==> config.mk <==
export PLATFORM = sky130hd
export DESIGN_NAME = wfr_div
export DESIGN_NICKNAME = d
export VERILOG_FILES = /design/src/design/wfr_pkg.sv /design/src/design/wfr_div.sv
export SDC_FILE = /design/constraint.sdc
export NUM_CORES = 1
export LEC_CHECK = 0
export ABC_AREA = 0
export BUFFER_PORTS_ARGS = -buffer_cell sky130_fd_sc_hd__buf_2
export CELL_PAD_IN_SITES_DETAIL_PLACEMENT = 1
export CELL_PAD_IN_SITES_GLOBAL_PLACEMENT = 1
export CORE_MARGIN = 2
export CORE_UTILIZATION = 46
export DETAILED_ROUTE_END_ITERATION = 16
export PLACE_DENSITY = 0.94
export RECOVER_POWER = 50
export SYNTH_ARGS = -nofsm -noshare
export SYNTH_HDL_FRONTEND = slang
export SYNTH_SLANG_ARGS = --single-unit
==> constraint.sdc <==
create_clock -name clk_i -period 3.7 [get_ports clk_i]
set_input_delay 0.185 -clock clk_i [delete_from_list [all_inputs] [get_ports clk_i]]
set_output_delay 0.185 -clock clk_i [all_outputs]
set_load 0.01 [all_outputs]
==> src/design/wfr_pkg.sv <==
package wfr_pkg;

  localparam int unsigned SAMPLES_W = 16;
  localparam int unsigned CH_W      = 7;
  localparam int unsigned CNT_W     = 8;
  localparam int unsigned SR_W      = 20;
  localparam int unsigned RATE_W    = 24;
  localparam int unsigned FRAC_W    = 8;
  localparam int unsigned STATUS_W  = 2;
  localparam int unsigned ELAPSED_W = 48;
  localparam int unsigned DIV_CNT_W = $clog2(RATE_W + 1);

  localparam logic [SR_W-1:0]   SR_RESET = SR_W'(30000);
  localparam logic [RATE_W-1:0] RATE_MAX = '1;

  // Input tdata packing, lowest bits first
  localparam int unsigned IN_SAMPLES_LSB = 0;
  localparam int unsigned IN_CH_LSB      = IN_SAMPLES_LSB + SAMPLES_W;
  localparam int unsigned IN_CNT_LSB     = IN_CH_LSB + CH_W;
  localparam int unsigned IN_DATA_W      = 32;

  // Output tdata packing, lowest bits first
  localparam int unsigned OUT_CH_LSB      = 0;
  localparam int unsigned RATE_LSB        = OUT_CH_LSB + CH_W;
  localparam int unsigned ELAPSED_LSB     = RATE_LSB + RATE_W;
  localparam int unsigned OUT_DATA_W      = 80;

  localparam logic [STATUS_W-1:0] STATUS_OK   = 2'd0;
  localparam logic [STATUS_W-1:0] STATUS_ZERO = 2'd1;
  localparam logic [STATUS_W-1:0] STATUS_SAT  = 2'd2;

  typedef struct packed {
    logic              done;
    logic              sat;
    logic [RATE_W-1:0] quo;
  } div_res_t;

endpackage

==> src/design/wfr_div.sv <==
module wfr_div #(
  parameter int unsigned NUM_W = 40,
  parameter int unsigned DEN_W = 20
) (
  input  logic              clk_i,
  input  logic              rst_ni,
  input  logic              start_i,
  input  logic [NUM_W-1:0]  num_i,
  input  logic [DEN_W-1:0]  den_i,
  output wfr_pkg::div_res_t res_o
);

  localparam int unsigned RW    = wfr_pkg::RATE_W;
  localparam int unsigned HI_W  = NUM_W - RW;
  localparam int unsigned CMP_W = (HI_W > DEN_W) ? HI_W : DEN_W;

  logic                            busy_q, busy_d;
  logic                            done_q, done_d;
  logic                            sat_q, sat_d;
  logic [wfr_pkg::DIV_CNT_W-1:0]   cnt_q, cnt_d;
  logic [DEN_W-1:0]                rem_q, rem_d;
  logic [RW-1:0]                   low_q, low_d;

  logic [HI_W-1:0]  num_hi;
  logic             over;
  logic [DEN_W:0]   trial;
  logic             ge;

  assign num_hi = num_i[NUM_W-1:RW];
  // quotient fits 24 bits only if the upper part stays below the divisor
  assign over   = CMP_W'(num_hi) >= CMP_W'(den_i);
  assign trial  = {rem_q, low_q[RW-1]};
  assign ge     = trial >= {1'b0, den_i};

  always_comb begin
    busy_d = busy_q;
    done_d = 1'b0;
    sat_d  = sat_q;
    cnt_d  = cnt_q;
    rem_d  = rem_q;
    low_d  = low_q;
    if (start_i) begin
      sat_d = over;
      if (over) begin
        done_d = 1'b1;
      end else begin
        busy_d = 1'b1;
        cnt_d  = wfr_pkg::DIV_CNT_W'(RW);
        rem_d  = DEN_W'(num_hi);
        low_d  = num_i[RW-1:0];
      end
    end else if (busy_q) begin
      // one restoring step: shift a numerator bit into the remainder, shift a quotient bit into low
      rem_d = ge ? DEN_W'(trial - {1'b0, den_i}) : DEN_W'(trial);
      low_d = {low_q[RW-2:0], ge};
      cnt_d = cnt_q - 1'b1;
      if (cnt_q == wfr_pkg::DIV_CNT_W'(1)) begin
        busy_d = 1'b0;
        done_d = 1'b1;
      end
    end
  end

  always_ff @(posedge clk_i or negedge rst_ni) begin
    if (!rst_ni) begin
      busy_q <= 1'b0;
      done_q <= 1'b0;
      cnt_q  <= '0;
    end else begin
      busy_q <= busy_d;
      done_q <= done_d;
      cnt_q  <= cnt_d;
    end
  end

  always_ff @(posedge clk_i) begin
    sat_q <= sat_d;
    rem_q <= rem_d;
    low_q <= low_d;
  end

  assign res_o.done = done_q;
  assign res_o.sat  = sat_q;
  assign res_o.quo  = low_q;

endmodule

# Word-level counts from Yosys, hierarchy flattened
# Index checks and enable logic that the tools add are counted.
# op_classes
n_addsub,2
n_lt_le_gt_ge,2
n_eq_ne,2
n_mux,18
reduce_logical,2
# ops
cell,count
20-bit 2-to-1 mux,4
24-bit 2-to-1 mux,3
21-bit by 20-bit greater-or-equal comparator with 1-bit output,1
16-bit by 20-bit greater-or-equal comparator with 1-bit output,1
20-bit subtractor,1
5-bit 2-to-1 mux,3
1-bit 2-to-1 mux,8
5-bit by 1-bit equality test with 1-bit output (second input constant),1
5-bit by 1-bit subtractor with 5-bit output (second input constant),1
2-bit != test (second input constant),1
2-bit AND reduction,1
2-bit nonzero test,1
# totals
reg_bits,52
in_bits,63
output_inout_bits,26

# Logic depth before layout (Yosys ltp)
# depth
depth_word,4
depth_mapped,12
mapped_depth_nobuf,11

# Least setup slack after synthesis
# Ideal clock, no wire load.
# synth_path
path_kind,input -> register
from,input den_i[5]
to,register cnt_q[1] in the netlist's numbering
setup_ns,0.212
arrival_time_ns,3.193
required_time_ns,3.488
setup_slack_ns,0.296
path_stages,10
path_buffers,0
cell_sequence,inv_1 -> ha_1 -> a21o_1 -> a21o_1 -> a21o_1 -> a2111oi_2 -> o31a_1 -> o41ai_4 -> a21oi_2 -> o32ai_1
# synth_via
elab_chain_len,3
# synth_lines
element,line,text
start: declaration,wfr_div.sv:9,"input logic [DEN_W-1:0] den_i,"
16-bit by 20-bit greater-or-equal comparator with 1-bit output,wfr_div.sv:31,assign over = CMP_W'(num_hi) >= CMP_W'(den_i);
via over,wfr_div.sv:25,logic over;
2-bit != test (no source line),--,
2-bit AND reduction (no source line),--,
end signal: assignment,wfr_div.sv:72,cnt_q <= cnt_d;
end: declaration,wfr_div.sv:20,"logic [wfr_pkg::DIV_CNT_W-1:0] cnt_q, cnt_d;"
# The timed path passes the listed nets, and every way through them passes these cells.
# A chain may end at the register's enable or synchronous reset.

# Final worst setup path
# layout_path
from,input start_i
to,register cnt_q[1] in the netlist's numbering
# layout_via
elab_chain_len,2
elab_cells_between_ends,4
cone_classes,eq/ne: 1; mux: 1; reduce/logical: 2
# layout_lines
element,line,text
start: declaration,wfr_div.sv:7,"input logic start_i,"
2-bit != test (no source line) or 2-bit nonzero test (tied branches),--,
2-bit AND reduction (no source line),--,
# Parallel ways exist; a longest one is shown, timed or not.

==> flow_metrics.env <==
export IMPL_path_clk_slew_ps=100
export IMPL_max_freq_mhz=331
export IMPL_ff2ff_setup_slack_ps=740
export IMPL_numPortBuffers=88
export IMPL_overflow=0
export IMPL_grt_use_met2_pct=45.9
export IMPL_grt_antenna_before_repair=0
export IMPL_drv_cap=1
export IMPL_placeableCoreArea_um2=8260
export IMPL_required_ps=3800
export IMPL_synth_cell_area_um2=3940
export IMPL_cts_sinks=52
export IMPL_hold_worst_slack_ps=167
export IMPL_arrival_ps=3130
export IMPL_setup_viol=0
export IMPL_leakage_nw=1.98
export IMPL_fin_skew_ps=7.46
export IMPL_dp_worst_setup_slack_ps=838
export IMPL_grt_busiest_layer="met2"
export IMPL_ir_drop_uv=231
export IMPL_cp_max_fo=48
export IMPL_worst_pin_slew_ps=2440
export IMPL_place_congestion=0.841
export IMPL_use_met3_pct=4.50
export IMPL_die_h_um=96.6
export IMPL_dp_hpwl_mm=8.24
export IMPL_placementRows=33
export IMPL_path_class="input port to register"
export IMPL_violations="capacitance limit, slew limit"
export IMPL_drive_gt1_share_pct=23.5
export IMPL_synth_cell_types=60
export IMPL_grt_usage_pct=25.3
export IMPL_avgSynthCellArea_um2=10.2
export IMPL_setup_ws_ps=678
export IMPL_synth_cells=386
export IMPL_power_total_mw=2.92
export IMPL_fp_dieArea_um2=9320
export IMPL_antenna_cells=0
export IMPL_ys_seq_area_share_pct=38.7
export IMPL_slew_headroom_pct=-62.5
export IMPL_drc_errors=0
export IMPL_status="finished, violations left"
export IMPL_fin_nets=573
export IMPL_synth_nets=488
export IMPL_drt_first_iter_violations=196
export IMPL_powerDensity_nw_per_um2=648
export IMPL_fin_crit_ps=3020
export IMPL_post_cts_setup_buffers=0
export IMPL_ys_flop_type="edfxtp_1"
export IMPL_use_met1_pct=30.0
export IMPL_yosys_warnings=0
export IMPL_dieWidth_um=96.6
export IMPL_grt_pass1_wl_mm=18.0
export IMPL_slew_viol_final=49
export IMPL_fin_setup_tns_ps=0
export IMPL_hold_violations=0
export IMPL_cts_buffer_depth=2
export IMPL_grt_max_degree=49
export IMPL_wirelength_mm=10.9
export IMPL_dr_pass1_iters=4
export IMPL_critPathCaptureType="register"
export IMPL_wl_per_cell_um=19.0
export IMPL_synth_edf_count=45
export IMPL_cts_root_buf="clkbuf_8"
export IMPL_viasPerCell=5.89
export IMPL_ys_ff_latch=52
export IMPL_areaGrowthSynthToFinish_pct=14.6
export IMPL_async_flop_share_pct=13.5
export IMPL_io_pins=89
export IMPL_tritoncts="done"
export IMPL_antenna_left=0
export IMPL_initial_core_util_pct=47.7
export IMPL_post_route_util_pct=54.7
export IMPL_numCtsBuffers=5
export IMPL_grt_pass1_vias=3753
export IMPL_finalCritPeriodShare_pct=81.7
export IMPL_cp_start_kind="input port"
export IMPL_hold_class="input port to register"
export IMPL_htreeDepth=2
export IMPL_clkLatencyLatePin_ps=320
export IMPL_dr_total_vias=3397
export IMPL_rsz0062_at_grt="false"
power by group:
part | internal [mW] | leakage, nW | switching [mW]
sequential | 0.840 | 0.557 | 0.110
combinational | 0.660 | 1.38 | 0.965
clock | 0.137 | 0.0418 | 0.211
cell usage after synthesis, types with 2 or more instances:
cell	count	share of area, %
o31ai_1	2	0.38
nand3_1	12	1.5
mux2_2	29	8.3
or3_1	2	0.32
o211ai_1	2	0.38
ha_1	38	12
xor2_1	8	1.8
nand4_1	4	0.63
buf_2	2	0.25
a21oi_1	26	3.3
nand2b_1	8	1.3
nor2_1	21	2.0
a211oi_1	5	0.95
buf_6	2	0.57
a221oi_1	2	0.44
xnor2_1	7	1.6
o31a_1	2	0.44
o21ai_1	6	0.76
o21a_1	8	1.5
o21ai_0	19	2.4
a31oi_1	8	1.3
nor2b_1	2	0.32
buf_4	3	0.57
a21o_1	13	2.5
edfxtp_1	45	34
dfrtp_1	7	4.4
inv_1	31	3.0
and3_1	4	0.63
clkbuf_1	6	0.57
nor4_1	3	0.48
nand2_1	27	2.6
nor3_1	4	0.51
logic make-up (layout without fill, tap and decap cells):
kind of cell / count (synthesis) / after routing / synth area share, %
simple gates: 92 / 92 / 11.7
mux: 30 / 30 / 8.54
buf+inv: 47 / 133 / 5.24
flops: 52 / 52 / 38.7
compound gates: 111 / 111 / 19.9
fa+ha+maj: 39 / 39 / 12.6
xor+xnor: 15 / 15 / 3.33
final timing paths:
kind	cells past startpoint	start	end
max in group asynchronous	2	rst_ni	cnt_q[3]$_DFFE_PN0P_
min	2	num_i[2]	low_q[2]$_DFFE_PP_
min reg2reg	1	cnt_q[0]$_DFFE_PN0P_	cnt_q[0]$_DFFE_PN0P_
min in group asynchronous	2	rst_ni	done_q$_DFF_PN0_
max	6	start_i	cnt_q[1]$_DFFE_PN0P_
max reg2reg	10	rem_q[13]$_DFFE_PP_	rem_q[0]$_DFFE_PP_
repair_timing:
item                                    4_1_cts  5_1_grt
gates resized for setup                       0        0
hold buffers                                  1        0
endpoints found under the setup margin        0        0
hold endpoints to repair                      7        0
critical path, stage by stage:
cell      delay, ps
clkbuf_1        100
clkbuf_1       1750
nor2_1          260
a21oi_4         230
clkbuf_2        430
o32ai_1         170
state kept, by name, indices dropped and copies added, names as in the netlist:
signal	cells
rem_q	20
sat_q	1
done_q	1
low_q	24
cnt_q	5
busy_q	1
metal layers:
metal	wire length (µm)	vias up
li1	-	1603
met4	252	0
met2	5690	109
met5	0	-
met1	4430	1662
met3	579	23
layout make-up:
cell class                 instances  area [µm²]
sequential                        52        1530
tap                              105         131
timing repair buffer              93         439
inverter                          32         120
multi-input combinational        287        2210
clock buffer                       6        72.6
clock inverter                     2        16.3
fill                             976        3740
stage by stage:
| stage | cells | instance area (µm²) |
|---|---|---|
| floorplan | 386 | 3940 |
| global placement | 568 | 4460 |
| detailed placement | 568 | 4460 |
| CTS | 577 | 4560 |
| global route | 577 | 4520 |
| finish | 577 | 4520 |
cells in the final DEF, fill, tap and decap left out, types with 2 or more instances in the layout:
| master | instances |
|---|---|
| o21ai_0 | 19 |
| clkbuf_1 | 30 |
| or3_1 | 2 |
| nand2_1 | 27 |
| o211ai_1 | 2 |
| o31a_1 | 2 |
| buf_4 | 2 |
| a21oi_1 | 26 |
| nor4_1 | 3 |
| mux2_2 | 29 |
| nor2_1 | 21 |
| a211oi_1 | 5 |
| dfrtp_1 | 7 |
| nand2b_1 | 8 |
| a221oi_1 | 2 |
| buf_2 | 60 |
| nand3_1 | 12 |
| clkbuf_8 | 5 |
| a21o_1 | 13 |
| inv_1 | 31 |
| ha_1 | 38 |
| o21ai_1 | 6 |
| nor3_1 | 4 |
| and3_1 | 4 |
| nor2b_1 | 2 |
| a2111oi_0 | 2 |
| o21a_1 | 8 |
| edfxtp_1 | 45 |
| a31oi_1 | 8 |
| o31ai_1 | 2 |
| nand4_1 | 4 |
| xnor2_1 | 7 |
| xor2_1 | 8 |
No activity file was read; power rests on OpenSTA's default activity.
