`src/design/wfr_ram.sv`:
```
module wfr_ram #(
  parameter int unsigned WIDTH = 8,
  parameter int unsigned DEPTH = 16
) (
  input  logic                                   clk_i,
  input  logic                                   we_i,
  input  logic [((DEPTH > 1) ? $clog2(DEPTH) : 1)-1:0] waddr_i,
  input  logic [WIDTH-1:0]                       wdata_i,
  input  logic [((DEPTH > 1) ? $clog2(DEPTH) : 1)-1:0] raddr_i,
  output logic [WIDTH-1:0]                       rdata_o
);

  logic [WIDTH-1:0] mem_q [DEPTH];
  logic [WIDTH-1:0] rdata_q;

  always_ff @(posedge clk_i) begin
    if (we_i) begin
      mem_q[waddr_i] <= wdata_i;
    end
    rdata_q <= mem_q[raddr_i];
  end

  assign rdata_o = rdata_q;

endmodule

```
`config.mk`:
```
export PLATFORM = sky130hd
export DESIGN_NAME = wfr_ram
export DESIGN_NICKNAME = d
export VERILOG_FILES = /design/src/design/wfr_ram.sv
export SDC_FILE = /design/constraint.sdc
export NUM_CORES = 1
export LEC_CHECK = 0
export BUFFER_PORTS_ARGS = -buffer_cell sky130_fd_sc_hd__buf_2
export CORE_MARGIN = 3
export CORE_UTILIZATION = 40
export DETAILED_ROUTE_END_ITERATION = 7
export PLACE_DENSITY = 0.66
export SKIP_LAST_GASP = 1
export SLEW_MARGIN = 25
export SYNTH_ARGS = -nofsm -noshare
export SYNTH_HDL_FRONTEND = slang
export SYNTH_SLANG_ARGS = --single-unit
export TNS_END_PERCENT = 1
```
`constraint.sdc`:
```
create_clock -name clk_i -period 2.45 [get_ports clk_i]
set_input_delay 0.1225 -clock clk_i [delete_from_list [all_inputs] [get_ports clk_i]]
set_output_delay 0.1225 -clock clk_i [all_outputs]
set_load 0.03 [all_outputs]
```
== Word-level counts from Yosys, hierarchy flattened ==
Memories as Yosys holds them, arrays and structs flattened. A register that Yosys moved wholly into a read port is not among the register bits.
Index checks and enable logic that the tools add are counted.
Operators by class
  multiplexer cells: 2
Operator list (count)
  $mux W1: 2
Storage, ports and cells
  register bits: 0
  memory bits (writable): 128
  input bits: 18
  output and inout bits: 8
  logic and storage cells: 3
  memories kept: 1
Memories
  mem_q: words 16, width 8, rd ports 1, clocked after memory_dff 1, write ports 1, line 13  | logic [WIDTH-1:0] mem_q [DEPTH];

== Depth between registers and ports, before layout ==
Gate-level depths: netlist of run 1.
  depth in word-level cells: 2
  mapped depth: 5
  gate-level depth less buffers: 3

== Worst setup path before layout of run 1 ==
No wires, ideal clock.
  kind: input to register
  from: in waddr_i[2] (netlist name)
  to: mem mem_q[0][0] (enable)
  setup time: 0.383 ns
  arrival time: 1.232 ns
  required time: 2.067 ns
  path slack: 0.835 ns
  cell stages on the path: 2
  cells stage by stage: or3b_2 -> nor3_1
RTL lines
  start: declaration: line 7  | input logic [((DEPTH > 1) ? $clog2(DEPTH) : 1)-1:0] waddr_i,
  end: declaration: line 13
Straight into the memory's write port.

==> results of run 1 <==
[sequential cells by signal, indices dropped and copies added (netlist names)]
register  cells
mem_q       128
rdata_o       8
[metal layers]
metal / vias to the layer above / track usage
li1: 1070 / -
met1: 1178 / 0.209
met2: 80 / 0.218
met3: 9 / 0.0427
met4: 0 / 0.0558
met5: - / 0
[synthesized netlist by cell type, types with 2 or more instances]
library cell / number
nor2_1: 13
buf_2: 3
clkdlybuf4s25_2: 3
nor3_1: 4
dfxtp_1: 8
nand3b_1: 2
nand2_1: 9
buf_6: 3
nand2b_1: 2
mux4_2: 18
edfxtp_1: 128
a22oi_1: 16
mux4_1: 14
[cell usage in the layout (no fill, tap or decap), drive strengths merged]
cell type / n
edfxtp: 128
buf: 41
mux4: 32
clkbuf: 24
a22oi: 16
nor2: 13
nand2: 9
dfxtp: 8
clkinv: 5
nor3: 4
nand3b: 2
nand2b: 2
clkinvlp: 2
nor2b: 1
and2: 1
and2b: 1
nand3: 1
or3b: 1
bufinv: 1
[stage by stage]
| stage | power [mW] | setup slack (ns) | std cells |
|---|---|---|---|
| 2_1_floorplan | 2.82 | 0.835 | 229 |
| 6_report | 5.28 | 1.08 | 460 |
| 5_1_grt | 5.45 | 1.02 | 460 |
| 3_3_place_gp | 2.93 | 0.747 | 428 |
| 4_1_cts | 5.33 | 1.06 | 460 |
| 3_5_place_dp | 2.93 | 0.670 | 428 |
[worst min-delay path by stage]
stage          slack (ns)  depth (start not counted)        from           end
2_1_floorplan        0.22                          0  wdata_i[0]   mem_q[0][0]
3_3_place_gp         0.52                          1  wdata_i[0]  mem_q[15][0]
3_5_place_dp         0.53                          1  wdata_i[0]  mem_q[15][0]
4_1_cts              0.09                          1  wdata_i[0]   mem_q[9][0]
5_1_grt              0.10                          1  wdata_i[0]  mem_q[12][0]
6_report             0.11                          1  wdata_i[0]  mem_q[11][0]
[logic make-up (layout without fill, tap and decap cells)]
family / Yosys count / after routing / share of synthesized area
AO/OA/AOI/OAI: 16 / 16 / 0.0233
AND/OR/NAND/NOR: 35 / 35 / 0.0318
buffers and inverters: 10 / 73 / 0.0168
flip-flops: 136 / 136 / 0.778
multiplexers: 32 / 32 / 0.150
[power by group through the flow]
stage,registers (mW),logic (mW),clock network [mW]
6_report,2.62,0.265,2.40
5_1_grt,2.62,0.287,2.54
4_1_cts,2.62,0.271,2.44
3_5_place_dp,2.66,0.270,0
3_3_place_gp,2.66,0.265,0
2_1_floorplan,2.69,0.132,0
[layout make-up]
cell class,instances,area (sq um),area share
clock buffers,24,502,0.0821
clock inverters,8,70.1,0.0115
multi-input cells,83,1060,0.173
flip-flops and latches,136,4000,0.655
well taps,168,210,0.0344
repair buffers,41,270,0.0442
==> results by group, run 1 <==
Placed design
  • Cell Area, Placed: between 5000 and 6000 sq um
  • IO Port Bufs: 25
  • Gpl congestion: slightly above 0.7
  • Half-perimeter wire length after detailed placement: between 6000 and 7000 microns

Logic synthesis
  • Synth Warn #: 0
  • Post-synthesis sequential area ratio: 0.778
  • Dominant synthesized flop cell: edfxtp_1
  • Post-synth cell types: 19
  • Post-synth EDFFs: roughly 130
  • Top area cells in the synthesized netlist: edfxtp_1, mux4_2, mux4_1
  • Synthesized area: 5150 sq um
  • Share of Yosys cell area claimed by the top area cell type: 0.747
  • Mapped Cells: ~230
  • Syn nets: 247
  • Area leader, netlist: edfxtp_1
  • Post-synth ARST share: 0
  • Avg Inst Size Synth: 22.5 sq um
  • Synthesis-stage register bit count: around 140

Finish
  • Post-layout nets: 297
  • Fillers: around 1000
  • Share of layout cells above drive strength 1: 0.308
  • # diodes: 0
  • Post-layout util: 0.497
  • Design area: 6110 sq um
  • Synth-to-Final Area Change: 18.8%

Pwr
  • Share of power burned in combinational logic: 0.050
  • Maximum VDD drop: 0.460 mV
  • Internal power contribution: 4.23 mW
  • Sw frac: 0.199
  • Reg power frac: 0.496
  • Psw: approximately 1.1 mW
  • P per Cell Area: approximately 860 nW/um^2
  • Leak pwr: ~2.1 nW
  • Clock power frac: 0.454

Critical path
  • Cell Chain, Critical Path: mux4_1, a22oi_1, nand2_1
  • Crit path DAT: between 1.5 and 2 ns
  • Levels on crit path: 3
  • Worst Path Required: between 2 and 3 ns
  • Reg2Reg Setup Slack: between 1 and 1.5 ns
  • Crit path capture type: flop
  • Setup crit start kind: flop
  • Crit path launch: mem_q[9][5]
  • CP delay by family, top: multiplexers
  • Slowest cell on crit path: mux4_1
  • Reg2reg end: rdata_o[5]
  • CP Max Fanout: 1
  • Worst setup endpoint: rdata_o[5]
  • Worst-case reg-to-reg path depth: 3
  • Crit Path Class: reg -> reg
  • Worst r2r src: mem_q[9][5]
  • CP bufs+invs: 0
  • Slowest stage delay, CP: slightly above 0.5 ns

Timing
  • RSZ-0062 raised after global routing: false
  • Worst rel slew slack: 0.486
  • Final Max Tran Viols: 0
  • Highest Clock Rate: roughly 0.73 GHz
  • Hold Vio Cnt, Final: 0
  • Setup Skew: ~0.0073 ns
  • Number of setup violations in the final report: 0
  • Min Tclk post-route: roughly 1.4 ns
  • Actual transition at the worst max-transition pin: 0.768 ns
  • Setup tns final: 0 ns
  • Final period utilization: 0.558
  • Worst Hold Margin: roughly 0.11 ns

Routing
  • Drt first pass iters: 4
  • Antenna viol nets, final: 0
  • Routed wl met3: ~710 microns
  • Routed length on met2: ~4500 microns
  • Via density: roughly 5.1
  • DR WL/cell: about 21 microns
  • Post-Route WL: 9650 microns
  • DR vias: 2337
  • WL met1: roughly 4300 microns
  • DRC Markers: 0
  • Starting DRT DRC Count: about 230
  • Top layer in use: met4

Floorplanning
  • Die area: approximately 14000 sq um
  • Area of the core: around 12000 sq um
  • Initial Util: 0.418
  • IO Pins: 26
  • Die height: between 100 and 150 microns
  • Row Count: 40
  • Die W: about 120 microns

Global route
  • GR Overflow Total: 0
  • Vias in the first global route: roughly 2500
  • Largest net degree at the start of global routing: 33
  • Initial antenna violation count: 0
  • Gr usage total: 0.147
  • First-pass GRT wire length: about 15000 microns

Clock network
  • CTS resizes: 0
  • Post-CTS setup buffer count: 0
  • H-tree depth: 4
  • Clock Pin Slew Worst Setup and Hold Paths: 0.06 ns
  • Clock buffer depth: 2
  • CTS tree: done
  • Clk_lat worst skew: 0.40 ns
  • CTS sink count: roughly 140
  • Hold_buf cts: 0
  • Clock root cell: clkbuf_16
  • Num CTS Buffers: 17

Hold path
  • Hold Crit Class: in -> reg

Job
  • Max Cap Viol: 0

Run status
  • Status: finished clean
Note: power is estimated with default switching activity, not from simulation.
==> inputs of run 2 (changes only) <==
--- a/config.mk
+++ b/config.mk
@@ -9,7 +9,7 @@
 export CORE_MARGIN = 3
 export CORE_UTILIZATION = 40
 export DETAILED_ROUTE_END_ITERATION = 7
-export PLACE_DENSITY = 0.66
+export PLACE_DENSITY = 0.68
 export SKIP_LAST_GASP = 1
 export SLEW_MARGIN = 25
 export SYNTH_ARGS = -nofsm -noshare
==> constraint.sdc (replaced) <==
create_clock -name clk_i -period 1.25 [get_ports clk_i]
set_input_delay 0.0625 -clock clk_i [delete_from_list [all_inputs] [get_ports clk_i]]
set_output_delay 0.0625 -clock clk_i [all_outputs]
set_load 0.03 [all_outputs]
==> run 2 against run 1 <==
The run now ends with negative setup slack left. Power is 110% higher. Sequential power is 96% higher. Via count is 4.2% higher. Flip-flop and latch count stayed put. Largest cell class unchanged. Largest power group is now the clock network. Highest routed layer unchanged.
==> results by group, run 2 (same netlist as run 1, synthesis figures left out) <==
Timing
  • RSZ-0062 raised after global routing: true
  • Final Max Tran Viols: 0
  • Min Tclk post-route: 1.27 ns
  • Number of setup violations in the final report: 4
  • Setup Skew: ~0.0047 ns
  • Highest Clock Rate: 0.789 GHz
  • Hold Vio Cnt, Final: 0
  • Worst rel slew slack: 0.402
  • Final period utilization: 1.01
  • Actual transition at the worst max-transition pin: 0.895 ns
  • Final worst slack: -0.0168 ns

Finish
  • Share of layout cells above drive strength 1: 0.360
  • Max reg flops: approximately 130
  • Most common cell after layout, fill and taps aside: edfxtp_1
  • Biggest register: mem_q
  • Commonest cells after routing, fill and taps aside: edfxtp_1, buf_2, buf_4, mux4_2, clkbuf_16
  • Post-layout util: 0.514
  • Post-layout nets: approximately 310
  • # diodes: 0
  • Synth-to-Final Area Change: 22.9%

Critical path
  • Cell Chain, Critical Path: mux4_2, a22oi_2, nand2_1
  • CP Max Fanout: 1
  • Slowest cell on crit path: mux4_2
  • Setup crit start kind: flop
  • Slowest stage delay, CP: around 0.48 ns
  • Crit Path Class: reg -> reg
  • Crit path DAT: 1.56 ns
  • CP delay by family, top: multiplexers
  • Reg2reg end: rdata_o[7]
  • Worst r2r src: mem_q[10][7]
  • CP bufs+invs: 0
  • Reg2Reg Setup Slack: -0.02 ns
  • Crit path capture type: flop
  • Worst-case reg-to-reg path depth: 3
  • Worst Path Required: between 1.5 and 2 ns

Placed design
  • Half-perimeter wire length after detailed placement: roughly 6000 microns
  • Pre-CTS setup slack: -0.228 ns
  • Gpl congestion: between 0.7 and 0.8
  • IO Port Bufs: 25

Routing
  • Starting DRT DRC Count: roughly 240
  • Antenna viol nets, final: 0
  • Via density: roughly 5.2
  • Post-Route WL: between 9000 and 10000 microns
  • DRC Markers: 0
  • DR WL/cell: 20.2 microns
  • DR vias: ~2400
  • Drt first pass iters: 4

Clock network
  • H-tree depth: 4
  • Num CTS Buffers: 17
  • CTS sink count: roughly 140
  • Clock root cell: clkbuf_16
  • Post-CTS setup buffer count: 0
  • CTS tree: done
  • Clk_lat worst skew: roughly 0.41 ns
  • Clock Pin Slew Worst Setup and Hold Paths: roughly 0.06 ns
  • Clock buffer depth: 2

Pwr
  • Sw frac: 0.192
  • Share of power burned in combinational logic: 0.050
  • Psw: approximately 2.1 mW
  • Leak pwr: 2.15 nW
  • Internal power contribution: 9.02 mW
  • Maximum VDD drop: 1.08 mV
  • P per Cell Area: between 1500 and 2000 nW/um^2
  • Clock power frac: 0.491
  • Reg power frac: 0.460

Hold path
  • Hold-critical path depth: 1
  • Worst hold start: wdata_i[4]
  • Hold endpoint: mem_q[15][4]
  • Hold Crit Class: in -> reg

Global route
  • First-pass GRT wire length: roughly 15000 microns
  • Initial antenna violation count: 0
  • GR Overflow Total: 0
  • Largest net degree at the start of global routing: 22
  • Gr usage total: 0.143
  • Vias in the first global route: 2507

Floorplanning
  • Initial Util: 0.418
  • IO Pins: 26
  • Row Count: 40
  • Die area: ~14000 sq um
  • Die W: around 120 microns
  • Area of the core: around 12000 sq um
  • Die height: about 120 microns

Run status
  • Failing checks: negative setup slack
  • Status: complete, but fails checks

Job
  • Max Cap Viol: 0
## run 2: changes by cell type in the layout (fill, tap and decap cells not counted), moves of 2 or more
cell	previous run	this run
bufinv_16	1	5
clkbuf_8	5	3
clkinv_2	5	2
buf_4	14	20
a22oi_1	16	9
buf_12	2	4
clkbuf_1	2	0
a22oi_2	0	7
## run 2: final cells by class
type,count,area (sq um)
fill,993,5990
sequential,136,4000
multi-input combinational,83,1090
clock buffer,20,467
timing repair buffer,49,355
tap,168,210
clock inverter,12,195
## run 2: power by group through the flow
| stage | clock network [mW] | registers (mW) | logic, mW |
|---|---|---|---|
| 3_5_place_dp | 0 | 5.23 | 0.549 |
| 3_3_place_gp | 0 | 5.22 | 0.539 |
| 2_1_floorplan | 0 | 5.28 | 0.259 |
| 4_1_cts | 5.58 | 5.13 | 0.565 |
| 5_1_grt | 5.76 | 5.14 | 0.600 |
| 6_report | 5.48 | 5.13 | 0.556 |
## run 2: through the flow
stage	instances	cell area [sq um]	hold slack (ns)	power [mW]	TNS, ns
2_1_floorplan	229	5150	0.161	5.53	-2.45
3_3_place_gp	436	5630	0.449	5.76	-2.67
3_5_place_dp	436	5630	0.461	5.78	-2.99
4_1_cts	468	6310	0.0201	11.3	-0.146
5_1_grt	468	6320	0.0350	11.5	-0.388
6_report	468	6320	0.0375	11.2	-0.0343
## run 2: worst max-delay path by stage
| stage | start | end | slack [ns] | depth (start not counted) |
|---|---|---|---|---|
| after CTS | mem_q[10][7] | rdata_o[7] | -0.04 | 3 |
| after global routing | mem_q[10][7] | rdata_o[7] | -0.07 | 3 |
| after global placement | raddr_i[0] | rdata_o[0] | -0.20 | 5 |
| after floorplan | waddr_i[2] | mem_q[3][0] | -0.08 | 2 |
| after detailed placement | raddr_i[0] | rdata_o[7] | -0.23 | 5 |
| final | mem_q[10][7] | rdata_o[7] | -0.02 | 3 |
## run 2: metal layers
metal	global-route usage	part of all wire	routed length, microns	vias to the layer above
met2	0.205	0.48	4520	56
met3	0.0503	0.048	457	7
li1	-	-	-	1091
met1	0.206	0.47	4390	1281
met4	0.0429	0.0072	68	0
met5	0	0	0	-
## run 2: timing repair
item / in CTS / in global routing
pin swaps: 3 / 0
gates resized for setup: 6 / 2
endpoints found under the setup margin: 6 / 8
hold buffers: 0 / 0
